`config.mk`:
```
export PLATFORM = sky130hd
export DESIGN_NAME = scatter_gather_list_trim_core
export DESIGN_NICKNAME = d
export VERILOG_FILES = /design/src/design/sglt_pkg.sv /design/src/design/scatter_gather_list_trim_core.sv /design/src/design/sglt_front.sv /design/src/design/sglt_back.sv
export SDC_FILE = /design/constraint.sdc
export NUM_CORES = 2
export LEC_CHECK = 0
export ABC_AREA = 1
export ABC_CLOCK_PERIOD_IN_PS = 7200
export BUFFER_PORTS_ARGS = -buffer_cell sky130_fd_sc_hd__buf_2
export CELL_PAD_IN_SITES_DETAIL_PLACEMENT = 1
export CELL_PAD_IN_SITES_GLOBAL_PLACEMENT = 2
export CORE_MARGIN = 3
export CORE_UTILIZATION = 37
export CTS_CLUSTER_DIAMETER = 120
export CTS_CLUSTER_SIZE = 28
export DETAILED_ROUTE_END_ITERATION = 8
export MAX_ROUTING_LAYER = met4
export PLACE_DENSITY = 0.83
export SETUP_SLACK_MARGIN = 0.3
export SYNTH_ARGS = -nofsm -noshare
export SYNTH_HDL_FRONTEND = slang
export SYNTH_SLANG_ARGS = --single-unit
```
`constraint.sdc`:
```
create_clock -name clock -period 7.2 [get_ports clock]
set_clock_uncertainty 0.05 [all_clocks]
set_input_delay 0.72 -clock clock [delete_from_list [all_inputs] [get_ports clock]]
set_output_delay 0.72 -clock clock [all_outputs]
set_load 0.01 [all_outputs]
```
`src/design/sglt_pkg.sv`:
```
`timescale 1ns / 1ps

package sglt_pkg;

   // Table geometry and field widths.
   localparam int TABLE_DEPTH  = 16;
   localparam int IDX_BITS     = $clog2(TABLE_DEPTH);
   localparam int CNT_BITS     = $clog2(TABLE_DEPTH + 1);
   localparam int ADDR_BITS    = 48;
   localparam int LEN_BITS     = 32;
   localparam int AMOUNT_BITS  = 40;
   localparam int TOTAL_BITS   = 36;
   localparam int CMD_BITS     = 2;
   localparam int STATUS_BITS  = 2;

   // Command queue between the front and the back.
   localparam int QUEUE_DEPTH     = 2;
   localparam int QUEUE_PTR_BITS  = $clog2(QUEUE_DEPTH);
   localparam int QUEUE_FILL_BITS = $clog2(QUEUE_DEPTH + 1);

   // Result status codes.
   localparam logic [STATUS_BITS-1:0] STATUS_OK    = 2'd0;
   localparam logic [STATUS_BITS-1:0] STATUS_FULL  = 2'd1;
   localparam logic [STATUS_BITS-1:0] STATUS_RANGE = 2'd2;

   typedef enum logic [CMD_BITS-1:0] {
      OP_APPEND = 2'd0,
      OP_REMOVE = 2'd1,
      OP_KEEP   = 2'd2,
      OP_READ   = 2'd3
   } sglt_op_type;

   typedef enum logic [2:0] {
      ST_IDLE,
      ST_EXEC,
      ST_WALK,
      ST_COPY,
      ST_LOAD0,
      ST_DONE
   } sglt_state_type;

   // One classified command as it travels through the queue.
   typedef struct packed {
      sglt_op_type             op;
      logic                    amount_zero;
      logic [AMOUNT_BITS-1:0]  amount;
      logic [ADDR_BITS-1:0]    desc_address;
      logic [LEN_BITS-1:0]     desc_length;
      logic [IDX_BITS-1:0]     entry_index;
   } sglt_item_type;

   // Head of the queue as seen by the back end.
   typedef struct packed {
      logic           valid;
      sglt_item_type  item;
   } sglt_head_type;

endpackage

```
`src/design/scatter_gather_list_trim_core.sv`:
```
`timescale 1ns / 1ps

// Scatter-gather descriptor table with append, read, remove-prefix and
// keep-prefix commands. A command word is taken when start is high and busy
// is low; busy rises only when the two-deep command queue is full, so a
// host may issue a second command while the first is still being worked.
// Every command produces exactly one response word, shown for one cycle
// with rsp_strobe high; the receiver cannot stall, so it must sample the
// response in that cycle. Once a command leaves the queue, append writes the
// table in the exec state if it has room and reloads entry 0 before the
// response, and read issues its table read in the exec state before the
// response. Remove-prefix and keep-prefix walk the table one entry per cycle
// through the single table read port, and remove-prefix then moves the
// surviving entries behind the cut to the front, one per cycle.

module scatter_gather_list_trim_core (
   input  logic                              clock,
   input  logic                              reset,
   input  logic                              start,
   output logic                              busy,
   input  logic [sglt_pkg::CMD_BITS-1:0]     req_cmd,
   input  logic [sglt_pkg::AMOUNT_BITS-1:0]  req_amount,
   input  logic [sglt_pkg::ADDR_BITS-1:0]    req_desc_address,
   input  logic [sglt_pkg::LEN_BITS-1:0]     req_desc_length,
   input  logic [sglt_pkg::IDX_BITS-1:0]     req_entry_index,
   output logic                              rsp_strobe,
   output logic [sglt_pkg::STATUS_BITS-1:0]  rsp_status,
   output logic [sglt_pkg::CNT_BITS-1:0]     rsp_entry_count,
   output logic [sglt_pkg::TOTAL_BITS-1:0]   rsp_byte_total,
   output logic [sglt_pkg::ADDR_BITS-1:0]    rsp_entry_address,
   output logic [sglt_pkg::LEN_BITS-1:0]     rsp_entry_length
);

   // The front decodes and queues command words; the back owns the table.
   sglt_pkg::sglt_head_type  head;
   logic                     pop;

   sglt_front u_front (
      .clock            (clock),
      .reset            (reset),
      .start            (start),
      .busy             (busy),
      .req_cmd          (req_cmd),
      .req_amount       (req_amount),
      .req_desc_address (req_desc_address),
      .req_desc_length  (req_desc_length),
      .req_entry_index  (req_entry_index),
      .head             (head),
      .pop              (pop)
   );

   sglt_back u_back (
      .clock             (clock),
      .reset             (reset),
      .head              (head),
      .pop               (pop),
      .rsp_strobe        (rsp_strobe),
      .rsp_status        (rsp_status),
      .rsp_entry_count   (rsp_entry_count),
      .rsp_byte_total    (rsp_byte_total),
      .rsp_entry_address (rsp_entry_address),
      .rsp_entry_length  (rsp_entry_length)
   );

   // The table never reports more entries than it can hold.
   assert property (@(posedge clock) disable iff (reset)
      rsp_strobe |-> rsp_entry_count <= sglt_pkg::CNT_BITS'(sglt_pkg::TABLE_DEPTH))
      else $error("entry count beyond table depth");

   // A refused append is only possible on a full table.
   assert property (@(posedge clock) disable iff (reset)
      (rsp_strobe && rsp_status == sglt_pkg::STATUS_FULL) |->
         rsp_entry_count == sglt_pkg::CNT_BITS'(sglt_pkg::TABLE_DEPTH))
      else $error("append refused on a table with room");

   // An empty table holds no bytes and reports no entry.
   assert property (@(posedge clock) disable iff (reset)
      (rsp_strobe && rsp_entry_count == '0 && rsp_status != sglt_pkg::STATUS_FULL) |->
         (rsp_byte_total == '0 && rsp_entry_address == '0 && rsp_entry_length == '0))
      else $error("empty table reports bytes or an entry");

   // Each response lasts a single cycle.
   assert property (@(posedge clock) disable iff (reset)
      rsp_strobe |=> !rsp_strobe)
      else $error("response strobe held for two cycles");

endmodule

```
`src/design/sglt_front.sv`:
```
`timescale 1ns / 1ps

module sglt_front (
   input  logic                              clock,
   input  logic                              reset,
   input  logic                              start,
   output logic                              busy,
   input  logic [sglt_pkg::CMD_BITS-1:0]     req_cmd,
   input  logic [sglt_pkg::AMOUNT_BITS-1:0]  req_amount,
   input  logic [sglt_pkg::ADDR_BITS-1:0]    req_desc_address,
   input  logic [sglt_pkg::LEN_BITS-1:0]     req_desc_length,
   input  logic [sglt_pkg::IDX_BITS-1:0]     req_entry_index,
   output sglt_pkg::sglt_head_type           head,
   input  logic                              pop
);

   sglt_pkg::sglt_item_type                     queue_ff [sglt_pkg::QUEUE_DEPTH];
   logic [sglt_pkg::QUEUE_PTR_BITS-1:0]         wr_ptr_ff, wr_ptr_in;
   logic [sglt_pkg::QUEUE_PTR_BITS-1:0]         rd_ptr_ff, rd_ptr_in;
   logic [sglt_pkg::QUEUE_FILL_BITS-1:0]        fill_ff, fill_in;
   sglt_pkg::sglt_item_type                     item;
   logic                                        push;
   logic                                        do_pop;

   // Decode the command word and flag a zero byte count up front.
   always_comb begin
      item.op           = sglt_pkg::sglt_op_type'(req_cmd);
      item.amount_zero  = (req_amount == '0);
      item.amount       = req_amount;
      item.desc_address = req_desc_address;
      item.desc_length  = req_desc_length;
      item.entry_index  = req_entry_index;
   end

   assign busy   = (fill_ff == sglt_pkg::QUEUE_FILL_BITS'(sglt_pkg::QUEUE_DEPTH));
   assign push   = start && !busy;
   assign do_pop = pop && (fill_ff != '0);

   assign head.valid = (fill_ff != '0);
   assign head.item  = queue_ff[rd_ptr_ff];

   always_comb begin
      wr_ptr_in = wr_ptr_ff;
      rd_ptr_in = rd_ptr_ff;
      fill_in   = fill_ff;
      if (push) begin
         wr_ptr_in = wr_ptr_ff + sglt_pkg::QUEUE_PTR_BITS'(1);
      end
      if (do_pop) begin
         rd_ptr_in = rd_ptr_ff + sglt_pkg::QUEUE_PTR_BITS'(1);
      end
      if (push && !do_pop) begin
         fill_in = fill_ff + sglt_pkg::QUEUE_FILL_BITS'(1);
      end else if (!push && do_pop) begin
         fill_in = fill_ff - sglt_pkg::QUEUE_FILL_BITS'(1);
      end
   end

   always_ff @(posedge clock) begin
      if (reset) begin
         wr_ptr_ff <= '0;
         rd_ptr_ff <= '0;
         fill_ff   <= '0;
      end else begin
         wr_ptr_ff <= wr_ptr_in;
         rd_ptr_ff <= rd_ptr_in;
         fill_ff   <= fill_in;
      end
   end

   always_ff @(posedge clock) begin
      if (push) begin
         queue_ff[wr_ptr_ff] <= item;
      end
   end

endmodule

```
`src/design/sglt_back.sv`:
```
`timescale 1ns / 1ps

module sglt_back (
   input  logic                              clock,
   input  logic                              reset,
   input  sglt_pkg::sglt_head_type           head,
   output logic                              pop,
   output logic                              rsp_strobe,
   output logic [sglt_pkg::STATUS_BITS-1:0]  rsp_status,
   output logic [sglt_pkg::CNT_BITS-1:0]     rsp_entry_count,
   output logic [sglt_pkg::TOTAL_BITS-1:0]   rsp_byte_total,
   output logic [sglt_pkg::ADDR_BITS-1:0]    rsp_entry_address,
   output logic [sglt_pkg::LEN_BITS-1:0]     rsp_entry_length
);

   // Descriptor table: one write port, one registered read port.
   logic [sglt_pkg::ADDR_BITS-1:0]    mem_addr_ff [sglt_pkg::TABLE_DEPTH];
   logic [sglt_pkg::LEN_BITS-1:0]     mem_len_ff  [sglt_pkg::TABLE_DEPTH];
   logic [sglt_pkg::ADDR_BITS-1:0]    rd_addr_ff;
   logic [sglt_pkg::LEN_BITS-1:0]     rd_len_ff;
   logic                              wr_en;
   logic [sglt_pkg::IDX_BITS-1:0]     wr_idx;
   logic [sglt_pkg::ADDR_BITS-1:0]    wr_addr;
   logic [sglt_pkg::LEN_BITS-1:0]     wr_len;
   logic [sglt_pkg::IDX_BITS-1:0]     rd_idx;

   sglt_pkg::sglt_state_type          state_ff, state_in;
   sglt_pkg::sglt_op_type             op_ff, op_in;
   logic                              zero_ff, zero_in;
   logic [sglt_pkg::AMOUNT_BITS-1:0]  amount_ff, amount_in;
   logic [sglt_pkg::ADDR_BITS-1:0]    app_addr_ff, app_addr_in;
   logic [sglt_pkg::LEN_BITS-1:0]     app_len_ff, app_len_in;
   logic [sglt_pkg::IDX_BITS-1:0]     index_ff, index_in;
   logic [sglt_pkg::CNT_BITS-1:0]     count_ff, count_in;
   logic [sglt_pkg::TOTAL_BITS-1:0]   bytes_ff, bytes_in;
   logic [sglt_pkg::CNT_BITS-1:0]     src_ff, src_in;
   logic [sglt_pkg::CNT_BITS-1:0]     dst_ff, dst_in;
   logic [sglt_pkg::STATUS_BITS-1:0]  status_ff, status_in;
   logic                              have_ff, have_in;

   logic [sglt_pkg::AMOUNT_BITS-1:0]  len_ext;
   logic [sglt_pkg::CNT_BITS-1:0]     src_next;
   logic                              n_ge_total;
   logic                              n_lt_len;
   logic                              n_eq_len;
   logic                              table_full;
   logic                              index_ok;
   logic                              src_end;

   assign len_ext    = sglt_pkg::AMOUNT_BITS'(rd_len_ff);
   assign src_next   = src_ff + sglt_pkg::CNT_BITS'(1);
   assign n_ge_total = (amount_ff >= sglt_pkg::AMOUNT_BITS'(bytes_ff));
   assign n_lt_len   = (amount_ff < len_ext);
   assign n_eq_len   = (amount_ff == len_ext);
   assign table_full = (count_ff >= sglt_pkg::CNT_BITS'(sglt_pkg::TABLE_DEPTH));
   assign index_ok   = (sglt_pkg::CNT_BITS'(index_ff) < count_ff);
   assign src_end    = (src_ff >= count_ff);

   // Next state.
   always_comb begin
      state_in = state_ff;
      case (state_ff)
         sglt_pkg::ST_IDLE: begin
            if (head.valid) begin
               state_in = sglt_pkg::ST_EXEC;
            end
         end
         sglt_pkg::ST_EXEC: begin
            case (op_ff)
               sglt_pkg::OP_APPEND: state_in = sglt_pkg::ST_LOAD0;
               sglt_pkg::OP_READ:   state_in = sglt_pkg::ST_DONE;
               sglt_pkg::OP_REMOVE, sglt_pkg::OP_KEEP: begin
                  if (n_ge_total || zero_ff) begin
                     state_in = sglt_pkg::ST_DONE;
                  end else begin
                     state_in = sglt_pkg::ST_WALK;
                  end
               end
               default: state_in = sglt_pkg::ST_DONE;
            endcase
         end
         sglt_pkg::ST_WALK: begin
            if (src_end) begin
               state_in = sglt_pkg::ST_LOAD0;
            end else if (op_ff == sglt_pkg::OP_REMOVE) begin
               if (n_lt_len) begin
                  state_in = (src_ff == '0) ? sglt_pkg::ST_LOAD0 : sglt_pkg::ST_COPY;
               end else if (n_eq_len) begin
                  state_in = sglt_pkg::ST_COPY;
               end
            end else if (n_lt_len || n_eq_len) begin
               state_in = sglt_pkg::ST_LOAD0;
            end
         end
         sglt_pkg::ST_COPY: begin
            if (src_end) begin
               state_in = sglt_pkg::ST_DONE;
            end
         end
         sglt_pkg::ST_LOAD0: state_in = sglt_pkg::ST_DONE;
         sglt_pkg::ST_DONE:  state_in = sglt_pkg::ST_IDLE;
         default:            state_in = sglt_pkg::ST_IDLE;
      endcase
   end

   // Datapath and outputs.
   always_comb begin
      op_in       = op_ff;
      zero_in     = zero_ff;
      amount_in   = amount_ff;
      app_addr_in = app_addr_ff;
      app_len_in  = app_len_ff;
      index_in    = index_ff;
      count_in    = count_ff;
      bytes_in    = bytes_ff;
      src_in      = src_ff;
      dst_in      = dst_ff;
      status_in   = status_ff;
      have_in     = have_ff;
      pop         = 1'b0;
      rsp_strobe  = 1'b0;
      wr_en       = 1'b0;
      wr_idx      = '0;
      wr_addr     = rd_addr_ff;
      wr_len      = rd_len_ff;
      rd_idx      = '0;
      case (state_ff)
         sglt_pkg::ST_IDLE: begin
            pop         = head.valid;
            op_in       = head.item.op;
            zero_in     = head.item.amount_zero;
            amount_in   = head.item.amount;
            app_addr_in = head.item.desc_address;
            app_len_in  = head.item.desc_length;
            index_in    = head.item.entry_index;
            src_in      = '0;
            dst_in      = '0;
            status_in   = sglt_pkg::STATUS_OK;
            have_in     = 1'b0;
         end
         sglt_pkg::ST_EXEC: begin
            case (op_ff)
               sglt_pkg::OP_APPEND: begin
                  if (table_full) begin
                     status_in = sglt_pkg::STATUS_FULL;
                  end else begin
                     wr_en    = 1'b1;
                     wr_idx   = count_ff[sglt_pkg::IDX_BITS-1:0];
                     wr_addr  = app_addr_ff;
                     wr_len   = app_len_ff;
                     count_in = count_ff + sglt_pkg::CNT_BITS'(1);
                     bytes_in = bytes_ff + sglt_pkg::TOTAL_BITS'(app_len_ff);
                  end
               end
               sglt_pkg::OP_READ: begin
                  if (index_ok) begin
                     rd_idx  = index_ff;
                     have_in = 1'b1;
                  end else begin
                     status_in = sglt_pkg::STATUS_RANGE;
                  end
               end
               sglt_pkg::OP_REMOVE: begin
                  if (n_ge_total) begin
                     count_in = '0;
                     bytes_in = '0;
                  end
               end
               sglt_pkg::OP_KEEP: begin
                  if (!n_ge_total) begin
                     if (zero_ff) begin
                        count_in = '0;
                        bytes_in = '0;
                     end else begin
                        // The kept total is simply n; set it before the walk.
                        bytes_in = amount_ff[sglt_pkg::TOTAL_BITS-1:0];
                     end
                  end
               end
               default: begin
               end
            endcase
         end
         sglt_pkg::ST_WALK: begin
            // The read for the following entry is issued speculatively.
            rd_idx = src_next[sglt_pkg::IDX_BITS-1:0];
            if (!src_end) begin
               if (op_ff == sglt_pkg::OP_REMOVE) begin
                  src_in = src_next;
                  if (n_lt_len) begin
                     // Partly consumed entry lands at the front.
                     wr_en    = 1'b1;
                     wr_idx   = '0;
                     wr_addr  = rd_addr_ff + sglt_pkg::ADDR_BITS'(amount_ff);
                     wr_len   = rd_len_ff - amount_ff[sglt_pkg::LEN_BITS-1:0];
                     bytes_in = bytes_ff - amount_ff[sglt_pkg::TOTAL_BITS-1:0];
                     dst_in   = sglt_pkg::CNT_BITS'(1);
                  end else begin
                     amount_in = amount_ff - len_ext;
                     bytes_in  = bytes_ff - sglt_pkg::TOTAL_BITS'(rd_len_ff);
                     dst_in    = '0;
                  end
               end else begin
                  if (n_lt_len) begin
                     wr_en    = 1'b1;
                     wr_idx   = src_ff[sglt_pkg::IDX_BITS-1:0];
                     wr_len   = amount_ff[sglt_pkg::LEN_BITS-1:0];
                     count_in = src_next;
                  end else if (n_eq_len) begin
                     count_in = src_next;
                  end else begin
                     amount_in = amount_ff - len_ext;
                     src_in    = src_next;
                  end
               end
            end
         end
         sglt_pkg::ST_COPY: begin
            if (src_end) begin
               count_in = dst_ff;
               rd_idx   = '0;
            end else begin
               rd_idx = src_next[sglt_pkg::IDX_BITS-1:0];
               wr_en  = 1'b1;
               wr_idx = dst_ff[sglt_pkg::IDX_BITS-1:0];
               src_in = src_next;
               dst_in = dst_ff + sglt_pkg::CNT_BITS'(1);
            end
         end
         sglt_pkg::ST_LOAD0: begin
            rd_idx = '0;
         end
         sglt_pkg::ST_DONE: begin
            rsp_strobe = 1'b1;
         end
         default: begin
         end
      endcase
   end

   assign rsp_status        = status_ff;
   assign rsp_entry_count   = count_ff;
   assign rsp_byte_total    = bytes_ff;
   assign rsp_entry_address = (have_ff || count_ff != '0) ? rd_addr_ff : '0;
   assign rsp_entry_length  = (have_ff || count_ff != '0) ? rd_len_ff : '0;

   always_ff @(posedge clock) begin
      if (reset) begin
         state_ff <= sglt_pkg::ST_IDLE;
         count_ff <= '0;
         bytes_ff <= '0;
      end else begin
         state_ff <= state_in;
         count_ff <= count_in;
         bytes_ff <= bytes_in;
      end
   end

   always_ff @(posedge clock) begin
      op_ff       <= op_in;
      zero_ff     <= zero_in;
      amount_ff   <= amount_in;
      app_addr_ff <= app_addr_in;
      app_len_ff  <= app_len_in;
      index_ff    <= index_in;
      src_ff      <= src_in;
      dst_ff      <= dst_in;
      status_ff   <= status_in;
      have_ff     <= have_in;
   end

   always_ff @(posedge clock) begin
      if (wr_en) begin
         mem_addr_ff[wr_idx] <= wr_addr;
         mem_len_ff[wr_idx]  <= wr_len;
      end
      rd_addr_ff <= mem_addr_ff[rd_idx];
      rd_len_ff  <= mem_len_ff[rd_idx];
   end

endmodule

```
# --- Word level (Yosys, flattened, before mapping) ---
# Memories as Yosys holds them, arrays and structs flattened. A register that Yosys moved wholly into a read port is not among the register bits.
# Cells that the tools add are included.
word_totals:
  output_inout_bits: 125
  in_bits: 129
  regBits: 188
  wordCells: 197
  ramBits: 1534
  memories: 3
classes:
  mux: 97
  n_reduce_logical: 31
  order_cmp: 5
  addsub: 13
  eq_ne: 32
memory_table:
  columns: ["name", "depth", "width", "rd", "rd_ports_with_merged_regs", "wr", "line", "rtl"]
  rows:
  - ["u_back.mem_addr_ff", 16, 48, 1, 1, 1, "sglt_back.sv:17", "logic [sglt_pkg::ADDR_BITS-1:0] mem_addr_ff [sglt_pkg::TABLE_DEPTH];"]
  - ["u_back.mem_len_ff", 16, 32, 1, 1, 1, "sglt_back.sv:18", "logic [sglt_pkg::LEN_BITS-1:0] mem_len_ff [sglt_pkg::TABLE_DEPTH];"]
  - ["u_front.queue_ff", 2, 127, 1, 1, 1, "sglt_front.sv:17", "sglt_pkg::sglt_item_type queue_ff [sglt_pkg::QUEUE_DEPTH];"]
op_table:
  columns: ["cell", "n"]
  rows:
  - ["48-bit two-way mux", 6]
  - ["36-bit two-way mux", 7]
  - ["32-bit two-way mux", 7]
  - ["40-bit two-way mux", 5]
  - ["36-bit case mux with 3 select lines", 1]
  - ["48-bit case mux with 2 select lines", 1]
  - ["5-bit two-way mux", 17]
  - ["40-bit case mux with 2 select lines", 1]
  - ["36-bit case mux with 2 select lines", 1]
  - ["32-bit case mux with 2 select lines", 1]
  - ["5-bit case mux with 3 select lines", 4]
  - ["48-bit by 40-bit adder with 48-bit output", 1]
  - ["40-bit by 32-bit == test with 1-bit output", 1]
  - ["40-bit by 36-bit >= comparator with 1-bit output", 1]
  - ["40-bit zero test", 1]
  - ["40-bit by 32-bit less-than comparator with 1-bit output", 1]
  - ["40-bit by 32-bit subtractor with 40-bit output", 1]
  - ["36-bit by 32-bit adder with 36-bit output", 1]
  - ["4-bit two-way mux", 9]
  - ["36-bit by 32-bit subtractor with 36-bit output", 1]
  - ["36-bit subtractor", 1]
  - ["32-bit subtractor", 1]
  - ["3-bit two-way mux", 9]
  - ["4-bit case mux with 3 select lines", 2]
  - ["other kinds (42)", 97]

# --- Logic depth before layout (Yosys ltp) ---
logic_depth:
  ltp_word: 7
  depth_mapped: 32
  ltp_nobuf: 30

# --- Hierarchy ---
# From an unflattened synthesis, not the netlist that was laid out.
hier_totals:
  cells_unflattened: 9398
  hier_area_um2: 91452.7
by_module_without_submodules:
  columns: ["mod", "n_inst", "cells_each", "area_per_inst_um2", "seq_area_each_um2"]
  rows:
  - ["sglt_back", 1, 8931, 81811.0, 45123.3]
  - ["sglt_front", 1, 467, 9641.7, 7727.4]

# --- Worst setup path before layout ---
# OpenSTA, ideal clock, no wires.
synth_path:
  path_type: "flip-flop to flip-flop"
  start: "register u_back.state_ff[0]"
  end: "register u_back.amount_ff[0] (netlist name) (enable)"
  period_less_slack_ns: 7.433
  slack_ns: -0.233
  path_stages_with_launch: 6
  n_path_buf: 0
  setup_ns: 0.451
  arrival_time_ns: 6.932
  required_ns: 6.699
  path_cell_list: "dfxtp_1 nor2_1 inv_1 nor2_1 inv_1 a21oi_1"
synth_via:
  elab_chain_len: 3
  word_cells_on_any_way: 7
  classes_between: "eq/ne (4); reduce/logical (3)"
synth_lines:
  columns: ["element", "line", "rtl"]
  rows:
  - ["from (decl)", "sglt_back.sv:27", "sglt_pkg::sglt_state_type state_ff, state_in;"]
  - ["from (signal assigned)", "sglt_back.sv:249", "state_ff <= sglt_pkg::ST_IDLE;"]
  - ["from (signal assigned)", "sglt_back.sv:253", "state_ff <= state_in;"]
  - ["3-bit by 2-bit == test with 1-bit output or 3-bit zero test (tied branches)", "sglt_back.sv:127", "case (state_ff)"]
  - ["3-bit != test (no source line) (tied with other cells)", null, null]
  - ["4-bit AND reduction (no source line) *", null, null]
  - ["to (signal assigned)", "sglt_back.sv:262", "amount_ff <= amount_in;"]
  - ["to (decl)", "sglt_back.sv:30", "logic [sglt_pkg::AMOUNT_BITS-1:0] amount_ff, amount_in;"]
# Mark *: on every way between the ends. The rest lies on a longest branch, timed or not.
# A chain may end at the register's enable or synchronous reset.

# --- Worst setup path in the final report ---
layout_path:
  start: "register u_back.amount_ff[6] (netlist name)"
  end: "register u_back.bytes_ff (netlist bit u_back.rsp_byte_total[32])"
layout_via:
  elab_chain_len: 5
  word_cells_on_any_way: 10
  classes_between: "add/sub (1); order compare (2); eq/ne (2); mux (4); reduce/logical (1)"
layout_lines:
  columns: ["element", "line", "rtl"]
  rows:
  - ["36-bit subtractor or 40-bit by 32-bit less-than comparator with 1-bit output (tied branches)", "sglt_back.sv:196, sglt_back.sv:53", null]
  - ["36-bit two-way mux", "sglt_back.sv:190", "if (n_lt_len) begin"]
  - ["36-bit two-way mux", "sglt_back.sv:188", "if (op_ff == sglt_pkg::OP_REMOVE) begin"]
  - ["36-bit two-way mux", "sglt_back.sv:187", "if (!src_end) begin"]
  - ["36-bit case mux with 2 select lines", "sglt_back.sv:127", null]
  - ["to (signal assigned)", "sglt_back.sv:255", "bytes_ff <= bytes_in;"]
  - ["to (decl)", "sglt_back.sv:35", "logic [sglt_pkg::TOTAL_BITS-1:0] bytes_ff, bytes_in;"]
# Parallel ways exist; a longest one is shown, timed or not. The select of a mux whose other input is x is not followed.

==> flow_summary.json <==
{
  "r2r-start": "u_back.amount_ff[6]$_DFFE_PP_",
  "status": "finished clean",
  "die_y_microns": 496.4,
  "via_count": 70900,
  "synth_top_cell_by_area": "edfxtp_1",
  "async_flop_share_pct": 0,
  "synth.top_cell.area_share_pct": 56.49,
  "fin_crit_ns": 5.637,
  "cpPeakStageDelay_ns": 0.60,
  "syn_to_final_growth_pct": 8.954,
  "stdcell_area_sq_um": 96950,
  "synthSimpleGateAreaFrac_pct": 22.76,
  "synth_compound_area_share_pct": 7.256,
  "worstHoldStart": "req_desc_address[23]",
  "tns_ns": 0,
  "start_util_pct": 37.30,
  "fmax_mhz": 177.4,
  "leakage_nw": 37.72,
  "io_pins": 254,
  "synthMuxAreaShare_pct": 0.02250,
  "fp.dieW_microns": 496.4,
  "cts_tree": "built",
  "drtIter0Drc": 6871,
  "vias_per_cell": 5.623,
  "cpMostUsedCell": "nand2_1",
  "synth_top_family_by_area": "simple AND/OR/NAND/NOR gates",
  "rsz0062_at_grt": "false",
  "regArea_sq_um": 52850,
  "path_max_fanout": 42,
  "ant_nets": 0,
  "gr-total-overflow": 0,
  "cts.path.max_buffers": 3,
  "num-fill-cells": 27070,
  "antenna_found_initial": 26,
  "fin_crit_sh_pct": 78.29,
  "cpMaxStageDelayCell": "edfxtp_1",
  "netlist_instances": 9297,
  "worstSetupStartpointType": "flip-flop",
  "cp_num_buf_inv": 4,
  "dr.pass1.iters": 8,
  "reg2reg_depth": 28,
  "worstSetupPathType": "reg2reg",
  "yosysSeqAreaShare_pct": 59.40,
  "worstHoldEndpoint": "u_front.queue_ff[0][59]$_DFFE_PP_",
  "synth_xor_area_share_pct": 0.9745,
  "clk_pin_slew_ns": 0.12,
  "post_dp_cell_area_sq_um": 94070,
  "wirelength_microns": 371100,
  "clock-sinks": 1803,
  "yosys-top-cells-area": "edfxtp_1 (56%), nand2_1 (11%), nand3_1 (6.3%)",
  "cp-end-kind": "flip-flop",
  "die-area_sq_um": 246400,
  "syn_area_sq_um": 88980,
  "vdd_drop_max_mv": 0.3128,
  "gp_congestion": 1.015,
  "ys.flop_type": "edfxtp_1",
  "relSlewSlack_pct": 14.16,
  "nets": 9710,
  "dp.final_hpwl_microns": 258400,
  "worstPathRequired_ns": 7.85,
  "cts-root-buf": "clkbuf_16",
  "fin_cells": 12610,
  "drive_gt1_share_pct": 6.561,
  "timing.final.max_slew_violations": 0,
  "setup_viol": 0,
  "totalPowerFinal_mw": 42.13,
  "tightest_slew_ns": 1.288,
  "wire_per_inst_microns": 29.43,
  "placeableCoreArea_sq_um": 238500,
  "r2r-end": "u_back.rsp_byte_total[32]$_SDFFE_PP0P_",
  "avgSynthCellArea_sq_um": 9.571,
  "hold_class": "in2reg",
  "startpoint": "u_back.amount_ff[6]$_DFFE_PP_",
  "synth_fa_ha_area_share_pct": 3.262,
  "synth_cell_types": 60,
  "multi_input_area_sq_um": 30710,
  "ctsResizeCount": 0,
  "grt_pass1_wl_microns": 522000,
  "io_buffers": 253,
  "grt_pass1_vias": 71200,
  "htreeDepth": 3,
  "ys_warn_count": 0,
  "drc_errors": 0,
  "whs_path_depth": 1,
  "critPathTopFamily": "simple AND/OR/NAND/NOR gates",
  "reg2reg_setup_slack_ns": 1.56,
  "dp.cells": 12420,
  "cts_buffers": 82,
  "worstSkewPairLatency_ns": 0.81,
  "finalHoldViolCount": 0,
  "postLayoutCoreUtil_pct": 40.65,
  "grtUsageTotal_pct": 30.25,
  "drv_cap": 0,
  "postCtsSetupBuffers": 0,
  "synth_edf_count": 1674,
  "cp_data_arrival_time_ns": 6.28,
  "num_rows": 179,
  "cellPowerDensity_nw_per_um2": 434.6,
  "grt_max_degree": 164,
  "ys_seq_elements": 1803
}
-- Yosys cell counts (all sizes together) (19+ instances only) --
cell type,number
nand2,2658
edfxtp,1674
nand3,1117
inv,914
nor2,528
a21oi,444
o21ai,334
buf,323
nand3b,252
ha,224
o211ai,215
clkbuf,133
dfxtp,129
xor2,61
nand4,40
xnor2,38
nor3,36
a31oi,32
o21bai,28
nor4,19
-- per-layer routing --
layer | wire length (microns) | vias to the layer above | global-route usage (%)
met5 | 0 | - | -
met4 | 16250 | 0 | 11.67
met3 | 19490 | 446 | 2.955
met2 | 177000 | 2329 | 48.79
met1 | 158400 | 36440 | 39.46
li1 | - | 31690 | -
-- kinds of logic (layout without fill, tap and decap cells) --
| logic type | count (synthesis) | in the layout |
|---|---|---|
| compound gates | 1117 | 1117 |
| simple gates | 4670 | 4670 |
| fa+ha+maj | 229 | 229 |
| xor+xnor | 99 | 99 |
| flops | 1803 | 1803 |
| buf+inv | 1376 | 1497 |
| mux | 2 | 2 |
| other cells | 1 | 26 |
-- stage by stage --
| stage | worst slack (ns) | hold WS (ns) |
|---|---|---|
| after floorplan | 0.3740 | 0.3974 |
| after global placement | 1.715 | 0.4002 |
| after detailed placement | 1.638 | 0.4339 |
| after CTS | 1.610 | 0.0002832 |
| after global routing | 1.082 | 0.01863 |
| final | 1.563 | 0.06435 |
-- how the worst max path moves through the flow --
stage / endpoint / cells after the start
floorplan: u_front.queue_ff[1][0]$_DFFE_PP_ / 2
global placement: u_back.rsp_byte_total[30]$_SDFFE_PP0P_ / 25
detailed placement: u_back.rsp_byte_total[32]$_SDFFE_PP0P_ / 28
CTS: u_back.rsp_byte_total[32]$_SDFFE_PP0P_ / 28
global route: u_back.rsp_byte_total[30]$_SDFFE_PP0P_ / 25
finish: u_back.rsp_byte_total[32]$_SDFFE_PP0P_ / 28
-- report_power, final --
| part | internal (mW) | total, mW | switching (mW) |
|---|---|---|---|
| clock | 2.32 | 5.94 | 3.62 |
| sequential | 14.2 | 15.9 | 1.73 |
| combinational | 4.96 | 20.3 | 15.3 |
| total | 21.5 | 42.1 | 20.7 |
-- layout by cell type (no fill, tap or decap), drive strengths merged, types with 16 or more instances in the layout --
master  instances
ha            224
dfxtp         129
or2            16
inv           928
nand4          40
o21a           17
nor4           19
xor2           61
diode          23
o211ai        215
edfxtp       1674
a31oi          32
nor2          528
o21bai         28
buf           411
xnor2          38
nand3        1117
nand2        2658
nor3           36
o21ai         334
nand3b        252
clkbuf        131
a21oi         444
-- flip-flops by register name, summed over array words and instances (netlist names), 32 cells and up, named ones only --
register	flops
u_back.amount_ff	40
u_back.rd_len_ff	32
u_front.queue_ff	254
u_back.mem_addr_ff	768
u_back.rsp_byte_total	36
u_back.mem_len_ff	512
u_back.rd_addr_ff	48
u_back.app_len_ff	32
u_back.app_addr_ff	48
-- timing repair --
action                                  CTS  global route
endpoints found under the setup margin    0             0
hold buffers                             14             0
endpoints found under the hold margin    26             0
-- final cells by class --
type / instances / area share (%)
sequential: 1803 / 54.52
tap: 3167 / 4.087
antenna: 23 / 0.05937
inverter: 920 / 3.599
timing repair buffer: 425 / 3.294
multi-input combinational: 6120 / 31.68
clock buffer: 131 / 2.339
clock inverter: 21 / 0.4220
-- worst reg2reg max path: cells and delay by family, from the launching register on --
| family | cells | cell delay (ns) |
|---|---|---|
| DFF | 1 | 0.60 |
| adders and majority gates | 3 | 1.25 |
| AOI/OAI and AO/OA | 2 | 0.63 |
| buffers and inverters | 4 | 0.52 |
| and+or+nand+nor | 19 | 2.51 |
Note: power is estimated with default switching activity, not from simulation.
